<file path="src/rtl/core/lbi_pkg.sv">
// Shared types and constants for the LUT bilinear interpolator.
// Holds operation codes, status codes, command kinds and the queued command.
// No dependencies.
package lbi_pkg;

    localparam int DATA_W   = 32;
    localparam int OP_W     = 3;
    localparam int ARC_W    = 4;
    localparam int POS_W    = 3;
    localparam int CNT_W    = 4;
    localparam int STATUS_W = 2;
    localparam int KIND_W   = 3;

    // Operation codes on the request channel
    localparam logic [OP_W-1:0] OP_QUERY    = 3'd0;
    localparam logic [OP_W-1:0] OP_WR_X     = 3'd1;
    localparam logic [OP_W-1:0] OP_WR_Y     = 3'd2;
    localparam logic [OP_W-1:0] OP_WR_RISE  = 3'd3;
    localparam logic [OP_W-1:0] OP_WR_FALL  = 3'd4;

    // Status codes on the response channel
    localparam logic [STATUS_W-1:0] ST_OK      = 2'd0;
    localparam logic [STATUS_W-1:0] ST_X_RANGE = 2'd1;
    localparam logic [STATUS_W-1:0] ST_Y_RANGE = 2'd2;
    localparam logic [STATUS_W-1:0] ST_DIV0    = 2'd3;

    // Configuration register indexes
    localparam logic CFG_X_POINTS = 1'b0;
    localparam logic CFG_Y_POINTS = 1'b1;

    // Command kinds after classification
    localparam logic [KIND_W-1:0] KIND_NOP     = 3'd0;
    localparam logic [KIND_W-1:0] KIND_QUERY   = 3'd1;
    localparam logic [KIND_W-1:0] KIND_WR_X    = 3'd2;
    localparam logic [KIND_W-1:0] KIND_WR_Y    = 3'd3;
    localparam logic [KIND_W-1:0] KIND_WR_RISE = 3'd4;
    localparam logic [KIND_W-1:0] KIND_WR_FALL = 3'd5;

    typedef struct packed {
        logic [KIND_W-1:0]        kind;
        logic [ARC_W-1:0]         arc;
        logic [POS_W-1:0]         row;
        logic [POS_W-1:0]         col;
        logic signed [DATA_W-1:0] write_value;
        logic signed [DATA_W-1:0] x_query;
        logic signed [DATA_W-1:0] y_query;
        logic                     rising;
        logic                     allow_extrapolate;
    } lbi_cmd_t;

endpackage

</file>
<file path="src/rtl/core/lbi_fifo.sv">
// Two-entry command queue between the front end and the back end.
// Depends on lbi_pkg for the command type.
module lbi_fifo (
    input  logic               clk,
    input  logic               rst_n,
    input  logic               push,
    input  lbi_pkg::lbi_cmd_t  push_cmd,
    output logic               full,
    input  logic               pop,
    output logic               pop_valid,
    output lbi_pkg::lbi_cmd_t  pop_cmd
);

    lbi_pkg::lbi_cmd_t entry_reg [2];
    logic              wr_ptr_reg;
    logic              rd_ptr_reg;
    logic [1:0]        count_reg;

    assign full      = count_reg == 2'd2;
    assign pop_valid = count_reg != 2'd0;
    assign pop_cmd   = entry_reg[rd_ptr_reg];

    // Store pushed commands
    always_ff @(posedge clk)
    begin
        if (push)
        begin
            entry_reg[wr_ptr_reg] <= push_cmd;
        end
    end

    // Advance pointers and occupancy
    always_ff @(posedge clk or negedge rst_n)
    begin
        if (!rst_n)
        begin
            wr_ptr_reg <= 1'b0;
            rd_ptr_reg <= 1'b0;
            count_reg  <= 2'd0;
        end
        else
        begin
            if (push)
            begin
                wr_ptr_reg <= !wr_ptr_reg;
            end
            if (pop && pop_valid)
            begin
                rd_ptr_reg <= !rd_ptr_reg;
            end
            case ({push, pop && pop_valid})
                2'b10:   count_reg <= count_reg + 2'd1;
                2'b01:   count_reg <= count_reg - 2'd1;
                default: count_reg <= count_reg;
            endcase
        end
    end

endmodule

</file>
<file path="config.mk">
export PLATFORM = sky130hd
export DESIGN_NAME = lbi_fifo
export DESIGN_NICKNAME = d
export VERILOG_FILES = /design/src/rtl/core/lbi_pkg.sv /design/src/rtl/core/lbi_fifo.sv
export SDC_FILE = /design/constraint.sdc
export NUM_CORES = 1
export LEC_CHECK = 0
export BUFFER_PORTS_ARGS = -buffer_cell sky130_fd_sc_hd__buf_2
export CELL_PAD_IN_SITES_DETAIL_PLACEMENT = 1
export CELL_PAD_IN_SITES_GLOBAL_PLACEMENT = 1
export CORE_ASPECT_RATIO = 0.75
export CORE_MARGIN = 2
export CORE_UTILIZATION = 40
export CTS_CLUSTER_SIZE = 12
export DETAILED_ROUTE_END_ITERATION = 10
export PLACE_DENSITY = 0.82
export SYNTH_ARGS = -nofsm -noshare
export SYNTH_HDL_FRONTEND = slang
export SYNTH_SLANG_ARGS = --single-unit
</file>
<file path="constraint.sdc">
create_clock -name clk -period 5.35 [get_ports clk]
set_input_delay 1.07 -clock clk [delete_from_list [all_inputs] [get_ports clk]]
set_output_delay 1.07 -clock clk [all_outputs]
set_load 0.01 [all_outputs]
</file>
---- Yosys cells after proc, flatten, opt, wreduce, memory -nomap -nowiden ----
Memories as Yosys holds them, arrays and structs flattened.
Index checks and enable logic that the tools add are counted.
word-level totals
  bits in registers ....................... 4
  RAM bits ................................ 222
  input port bits ......................... 115
  output and inout port bits .............. 113
  logic and storage cells ................. 17
  memories ................................ 1
memories
  memory     depth  width  rd ports  clocked after memory_dff  write ports  RTL line        text
  entry_reg  2      111    1         0                         1            lbi_fifo.sv:14  lbi_pkg::lbi_cmd_t entry_reg [2];
operators by class
  add/sub/neg operators ................... 2
  eq/ne operators ......................... 3
  muxes and demuxes ....................... 3
  reductions and logical operators ........ 5
operator list
  cell                                               count
  == test 2 bit (second input constant)              2
  one-hot mux 2 bit (2 select lines)                 1
  nonzero test 2 bit                                 2
  adder 2 x 1 -> 2 bit (second input constant)       1
  == test 2 x 1 -> 1 bit (second input constant)     1
  logical NOT 1 bit                                  2
  two-way mux 1 bit                                  2
  subtractor 2 x 1 -> 2 bit (second input constant)  1
  logical AND 1 bit                                  1

---- Logic depth before layout (Yosys ltp) ----
Gate-level depths: netlist of run 1.
  depth in word-level cells ............... 4
  depth in mapped cells ................... 6
  depth with buffers taken out ............ 6

---- Worst setup path before layout of run 1 ----
Ideal clock, no wire load.
  path type ............................... input port to flip-flop
  start point ............................. input push
  end point ............................... memory entry_reg[0][0] in the netlist's numbering, enable pin
  library setup time ...................... 0.585 ns
  arrival ................................. 5.778 ns
  required time ........................... 4.765 ns
  path slack .............................. -1.014 ns
  cell stages on the path ................. 2
  path buffers ............................ 0
  cell sequence ........................... inv_1 -> nor2_1
on the way
  longest elaborated chain between the ends .. 2
RTL lines
  what                                     RTL line        text
  start: declaration                       lbi_fifo.sv:6   input logic push,
  two-way mux 1 bit                        lbi_fifo.sv:26  if (push)
  two-way mux 1 bit (implied by the code)  lbi_fifo.sv:28  entry_reg[wr_ptr_reg] <= push_cmd;
  end: declaration                         lbi_fifo.sv:14
Every way passes these cells.

==> summary.txt, run 1 <==
CTS
  • # resized after CTS: 0
  • CTS tree: yes
  • CTS Root Cell: clkbuf_16
  • CTS Sinks: 226
  • # Post-CTS Setup Buffers: 0
  • Hold_buf cts: 0
  • H-tree depth: 1
  • Worst-path clk slew: 0.06 ns
  • Clock Latency Late Sink: 0.49 ns
  • Max clock buf depth: 3
  • Num CTS Buffers: 23

Cells and area
  • Synth-to-layout area growth: 24.7%
  • Share of cells above drive strength 1: 59.9%
  • Inserted Diodes: 0
  • Largest register FFs: 222
  • Final net count: 722
  • Commonest cells after routing, fill and taps aside: buf_2 (227), edfxtp_1 (222), mux2_2 (111)
  • Most common cell after layout, fill and taps aside: buf_2
  • Fin util: 50.7%

Placement
  • GPL Wtd Cong: 0.788
  • Dpl hpwl: 11.3 mm
  • PortBufs: 227

Setup path
  • R2R Path End: entry_reg[1][34]
  • CP max FO: 42
  • Crit end category: output pin
  • Reg2Reg Depth: 2
  • Critical-path cell list: buf_4 -> mux2_2 -> buf_2
  • FF-to-FF Start: wr_ptr_reg
  • WS Path Type: register to output pin
  • CP startpoint kind: register
  • Worst path max stage delay: 0.70 ns
  • Crit path arrival time: 2.36 ns
  • Worst reg2reg setup slack: 3.00 ns
  • Worst path slowest cell: dfrtp_4
  • Req. time, crit path: 4.28 ns

Timing
  • Final setup TNS: 0 ns
  • Slew HR: 22.4%
  • Fin Clk Skew: 0.0110 ns
  • Slew Viols, Final: 0
  • F_max: 291 MHz
  • Minimum clock period: 3.43 ns
  • Worst-Margin Slew: 1.16 ns
  • Unrepaired setup endpoints after global routing: no
  • Fin. Hold Viols: 0
  • Final setup viols: 0
  • Tcrit/Tclk final: 64.2%

Power
  • Sw Ratio: 28.6%
  • Int Pwr: 3.83 mW
  • Pwr dens: 523 nW/um2
  • Net Switching: 1.53 mW
  • Peak supply drop: 0.520 mV
  • Leakage: 3.83 nW
  • Clock power frac: 25.9%
  • Flop pwr share: 46.3%
  • Logic pwr share: 27.9%

Floorplanning
  • Initial Util: 40.7%
  • Die Wd: 170 um
  • Chip height: 128 um
  • Ports: 228
  • Std-Cell Rows: 45
  • Die area: 21700 um2
  • Core area: 20200 um2

Drt
  • Final wirelength: 16.9 mm
  • Met2 wire len: 7.98 mm
  • Vias per inst: 4.79
  • Residual DRC: 0
  • Met3 wire len: 1.33 mm
  • Post-route ant nets: 0
  • Number of DRC markers in iteration 0: 206
  • Max Used Layer: met5
  • DR WL/cell: 19.3 um
  • Drt first pass iters: 6
  • Via Count: 4200
  • M1 wire length: 7.16 mm

Yosys
  • Syn_nets: 478
  • Yosys top cell area share: 81.1%
  • Top cells by area, synth: edfxtp_1 (81%), mux2_2 (15%), dfrtp_1 (1.2%)
  • Syn avg cell area: 22.7 um2
  • Synthesized area: 8220 um2
  • Synthesized instance count: 362
  • Post-synth top area cell: edfxtp_1
  • Netlist cell types: 14
  • Yosys warnings: 0
  • Register area share after synthesis: 82.3%
  • FF+latch count, synth: 226

Status
  • Status: finished, final reports clean

Worst hold path
  • Hold crit path type: input pin to asynchronous set/reset pin

Global route
  • Largest net degree at the start of global routing: 84
  • Vias in the first global route: 4683
  • Antenna violations before repair: 4
  • First-pass GRT wire length: 25.6 mm
  • All-Layer GR Usage: 15.2%
  • Total global routing overflow: 0

Run
  • Max_cap viols: 0
==> per-layer routing <==
metal | vias to the layer above | GRT usage, %
li1 | 1919 | -
met1 | 2069 | 19.2
met2 | 172 | 25.5
met3 | 34 | 4.97
met4 | 6 | 3.87
met5 | - | 0
==> metrics by stage <==
stage | cells | instance area, um2 | hold slack [ns] | setup slack, ns | total power, mW
6_report | 876 | 10300 | 0.385 | 1.92 | 5.37
4_1_cts | 876 | 10300 | 0.361 | 1.86 | 5.45
2_1_floorplan | 362 | 8220 | 0.448 | 0.924 | 3.49
5_1_grt | 876 | 10300 | 0.365 | 1.80 | 5.62
3_5_place_dp | 839 | 9620 | 0.498 | 2.26 | 4.05
3_3_place_gp | 839 | 9620 | 0.464 | 2.35 | 3.96
==> power by group through the flow <==
stage                     logic (mW)  registers (mW)  clock network [mW]
after detailed placement        1.52            2.53                   0
after CTS                       1.53            2.49                1.43
final                           1.50            2.48                1.39
after floorplan                 1.02            2.47                   0
after global placement          1.47            2.49                   0
after global routing            1.61            2.52                1.49
==> worst max-delay path: cells and delay by family (launching register included) <==
| family | cells | cell delay, ns |
|---|---|---|
| multiplexers | 1 | 0.42 |
| flip-flops | 1 | 0.70 |
| buffers and inverters | 2 | 0.71 |
==> kinds of logic (layout without fill, tap and decap cells) <==
family / count (synthesis) / count (layout) / synth area share, %
multiplexers: 111 / 111 / 15.2
buffers and inverters: 13 / 269 / 1.42
AND/OR/NAND/NOR: 6 / 6 / 0.396
XOR/XNOR: 5 / 5 / 0.533
flip-flops: 226 / 226 / 82.3
adder cells (fa/ha/maj): 1 / 1 / 0.152
==> layout make-up <==
| type | instances | area (um2) |
|---|---|---|
| Fill cell | 1938 | 9960 |
| Sequential cell | 226 | 6770 |
| Multi-Input combinational cell | 123 | 1350 |
| Timing Repair Buffer | 231 | 1180 |
| Clock buffer | 35 | 621 |
| Tap cell | 258 | 323 |
| Clock inverter | 2 | 8.76 |
| Inverter | 1 | 3.75 |
==> synth_stat cells <==
cell and count:
nor2_1 2, dfrtp_1 4, buf_4 1, nor2b_1 1
or2_2 1, ha_1 1, buf_2 3, edfxtp_1 222
xnor2_1 2, mux2_2 111, buf_6 8, xor2_1 3
and2_1 2, inv_1 1
==> how the worst max path moves through the flow <==
| stage | startpoint | to | slack [ns] | cells past startpoint |
|---|---|---|---|---|
| final | rd_ptr_reg | pop_cmd[62] | 1.92 | 3 |
| after global routing | rd_ptr_reg | pop_cmd[62] | 1.80 | 3 |
| after CTS | rd_ptr_reg | pop_cmd[62] | 1.86 | 3 |
| after detailed placement | push | entry_reg[1][46] | 2.26 | 3 |
| after global placement | push | entry_reg[1][46] | 2.35 | 3 |
| after floorplan | push | entry_reg[0][0] | 0.92 | 2 |
Power figures use the tool's default switching activity.
==> run 2, diff against run 1 <==
==> constraint.sdc (replaced) <==
create_clock -name clk -period 2.8 [get_ports clk]
set_input_delay 0.56 -clock clk [delete_from_list [all_inputs] [get_ports clk]]
set_output_delay 0.56 -clock clk [all_outputs]
set_load 0.01 [all_outputs]
==> summary.txt, run 2 (synthesized netlist as in run 1, its figures left out) <==
Worst hold path
  • Hold crit path type: input pin to register

Floorplanning
  • Initial Util: 40.7%
  • Die area: 21700 um2
  • Chip height: 128 um
  • Ports: 228
  • Core area: 20200 um2
  • Die Wd: 170 um
  • Std-Cell Rows: 45

Setup path
  • Worst path max stage delay: 0.44 ns
  • Critical-path cell list: buf_12 -> mux2_2 -> buf_2
  • CP max FO: 112
  • CP startpoint kind: register
  • Req. time, crit path: 2.24 ns
  • Crit path arrival time: 2.07 ns
  • Crit end category: output pin
  • WS Path Type: register to output pin
  • Worst path slowest cell: buf_12

Timing
  • Final setup TNS: 0 ns
  • Tcrit/Tclk final: 93.9%
  • Fin. Hold Viols: 0
  • F_max: 380 MHz
  • Minimum clock period: 2.63 ns
  • Slew HR: 55.8%
  • Final setup viols: 0
  • Fin Clk Skew: 0.00979 ns
  • Slew Viols, Final: 0
  • Unrepaired setup endpoints after global routing: no
  • Worst-Margin Slew: 0.664 ns

CTS
  • Clock Latency Late Sink: 0.50 ns
  • CTS Root Cell: clkbuf_16
  • Max clock buf depth: 3
  • # resized after CTS: 0
  • H-tree depth: 1
  • # Post-CTS Setup Buffers: 0
  • Hold_buf cts: 1
  • Num CTS Buffers: 24
  • Worst-path clk slew: 0.06 ns
  • CTS tree: yes
  • CTS Sinks: 226

Cells and area
  • Synth-to-layout area growth: 26.4%
  • Largest register FFs: 222
  • FILL cells: 1911
  • Share of cells above drive strength 1: 60.0%
  • Inserted Diodes: 0
  • Final net count: 725
  • Commonest cells after routing, fill and taps aside: buf_2 (227), edfxtp_1 (222), mux2_2 (111)
  • Fin util: 51.4%
  • Non-Filler Instances: 881
  • Most common cell after layout, fill and taps aside: buf_2

Run
  • Max_cap viols: 0

Drt
  • DR WL/cell: 18.9 um
  • Vias per inst: 4.78
  • Final wirelength: 16.7 mm
  • Post-route ant nets: 0
  • Drt first pass iters: 4
  • Number of DRC markers in iteration 0: 177
  • Via Count: 4215
  • Residual DRC: 0

Power
  • Peak supply drop: 0.871 mV
  • Flop pwr share: 44.3%
  • Clock power frac: 27.4%
  • Leakage: 3.89 nW
  • Int Pwr: 7.55 mW
  • Logic pwr share: 28.3%
  • Sw Ratio: 28.1%
  • Total power: 10.5 mW
  • Pwr dens: 1010 nW/um2
  • Net Switching: 2.95 mW

Placement
  • Dpl hpwl: 10.9 mm
  • PortBufs: 227
  • GPL Wtd Cong: 0.735
  • Inst Count DP: 840

Global route
  • Vias in the first global route: 4644
  • Antenna violations before repair: 2
  • Total global routing overflow: 0
  • All-Layer GR Usage: 15.0%
  • Largest net degree at the start of global routing: 113
  • First-pass GRT wire length: 25.0 mm

Status
  • Status: finished, final reports clean
## run 2: path summary, 6_finish.rpt
path                               from              end  slack, ns  depth (start not counted)
max                          rd_ptr_reg      pop_cmd[80]       0.17                          3
min                         push_cmd[2]  entry_reg[1][2]       0.24                          1
max reg2reg                count_reg[0]     count_reg[1]       1.18                          5
min reg2reg                count_reg[1]     count_reg[1]       0.51                          1
max in group asynchronous         rst_n       rd_ptr_reg       2.23                          2
min in group asynchronous         rst_n       wr_ptr_reg       0.43                          2
## run 2: worst max-delay path: cells and delay by family (launching register included)
kind,cells,cell delay [ns]
buffers and inverters,2,0.59
DFF,1,0.41
muxes,1,0.43
## run 2: cell type report
class / count / area, um2 / area share, %
inverters: 1 / 3.75 / 0.0361
clock inverters: 8 / 57.6 / 0.554
flip-flops and latches: 226 / 6770 / 65.2
repair buffers: 233 / 1230 / 11.9
well taps: 258 / 323 / 3.11
clock buffers: 32 / 652 / 6.27
multi-input cells: 123 / 1350 / 13.0
## run 2: power groups by stage
stage                     Combinational, mW  Clock (mW)  Sequential, mW
final                                  2.97        2.88            4.66
after global placement                 2.93           0            4.68
after CTS                              3.04        2.96            4.67
after floorplan                        1.95           0            4.69
after global routing                   3.21        3.08            4.72
after detailed placement               3.01           0            4.73
## run 2: per-stage QoR
| step | area (um2) | hold WS (ns) | worst slack [ns] |
|---|---|---|---|
| 4_1_cts | 10400 | 0.217 | 0.173 |
| 3_3_place_gp | 9670 | 0.367 | 0.755 |
| 6_report | 10400 | 0.242 | 0.171 |
| 3_5_place_dp | 9670 | 0.370 | 0.741 |
| 5_1_grt | 10400 | 0.216 | 0.0838 |
| 2_1_floorplan | 8230 | 0.264 | 0.133 |
## run 2: per-layer routing
layer	global-route usage (%)	part of all wire [%]
met5	0	0.096
met1	18.1	41
met2	26.0	49
met4	4.27	2.4
met3	4.75	7.6
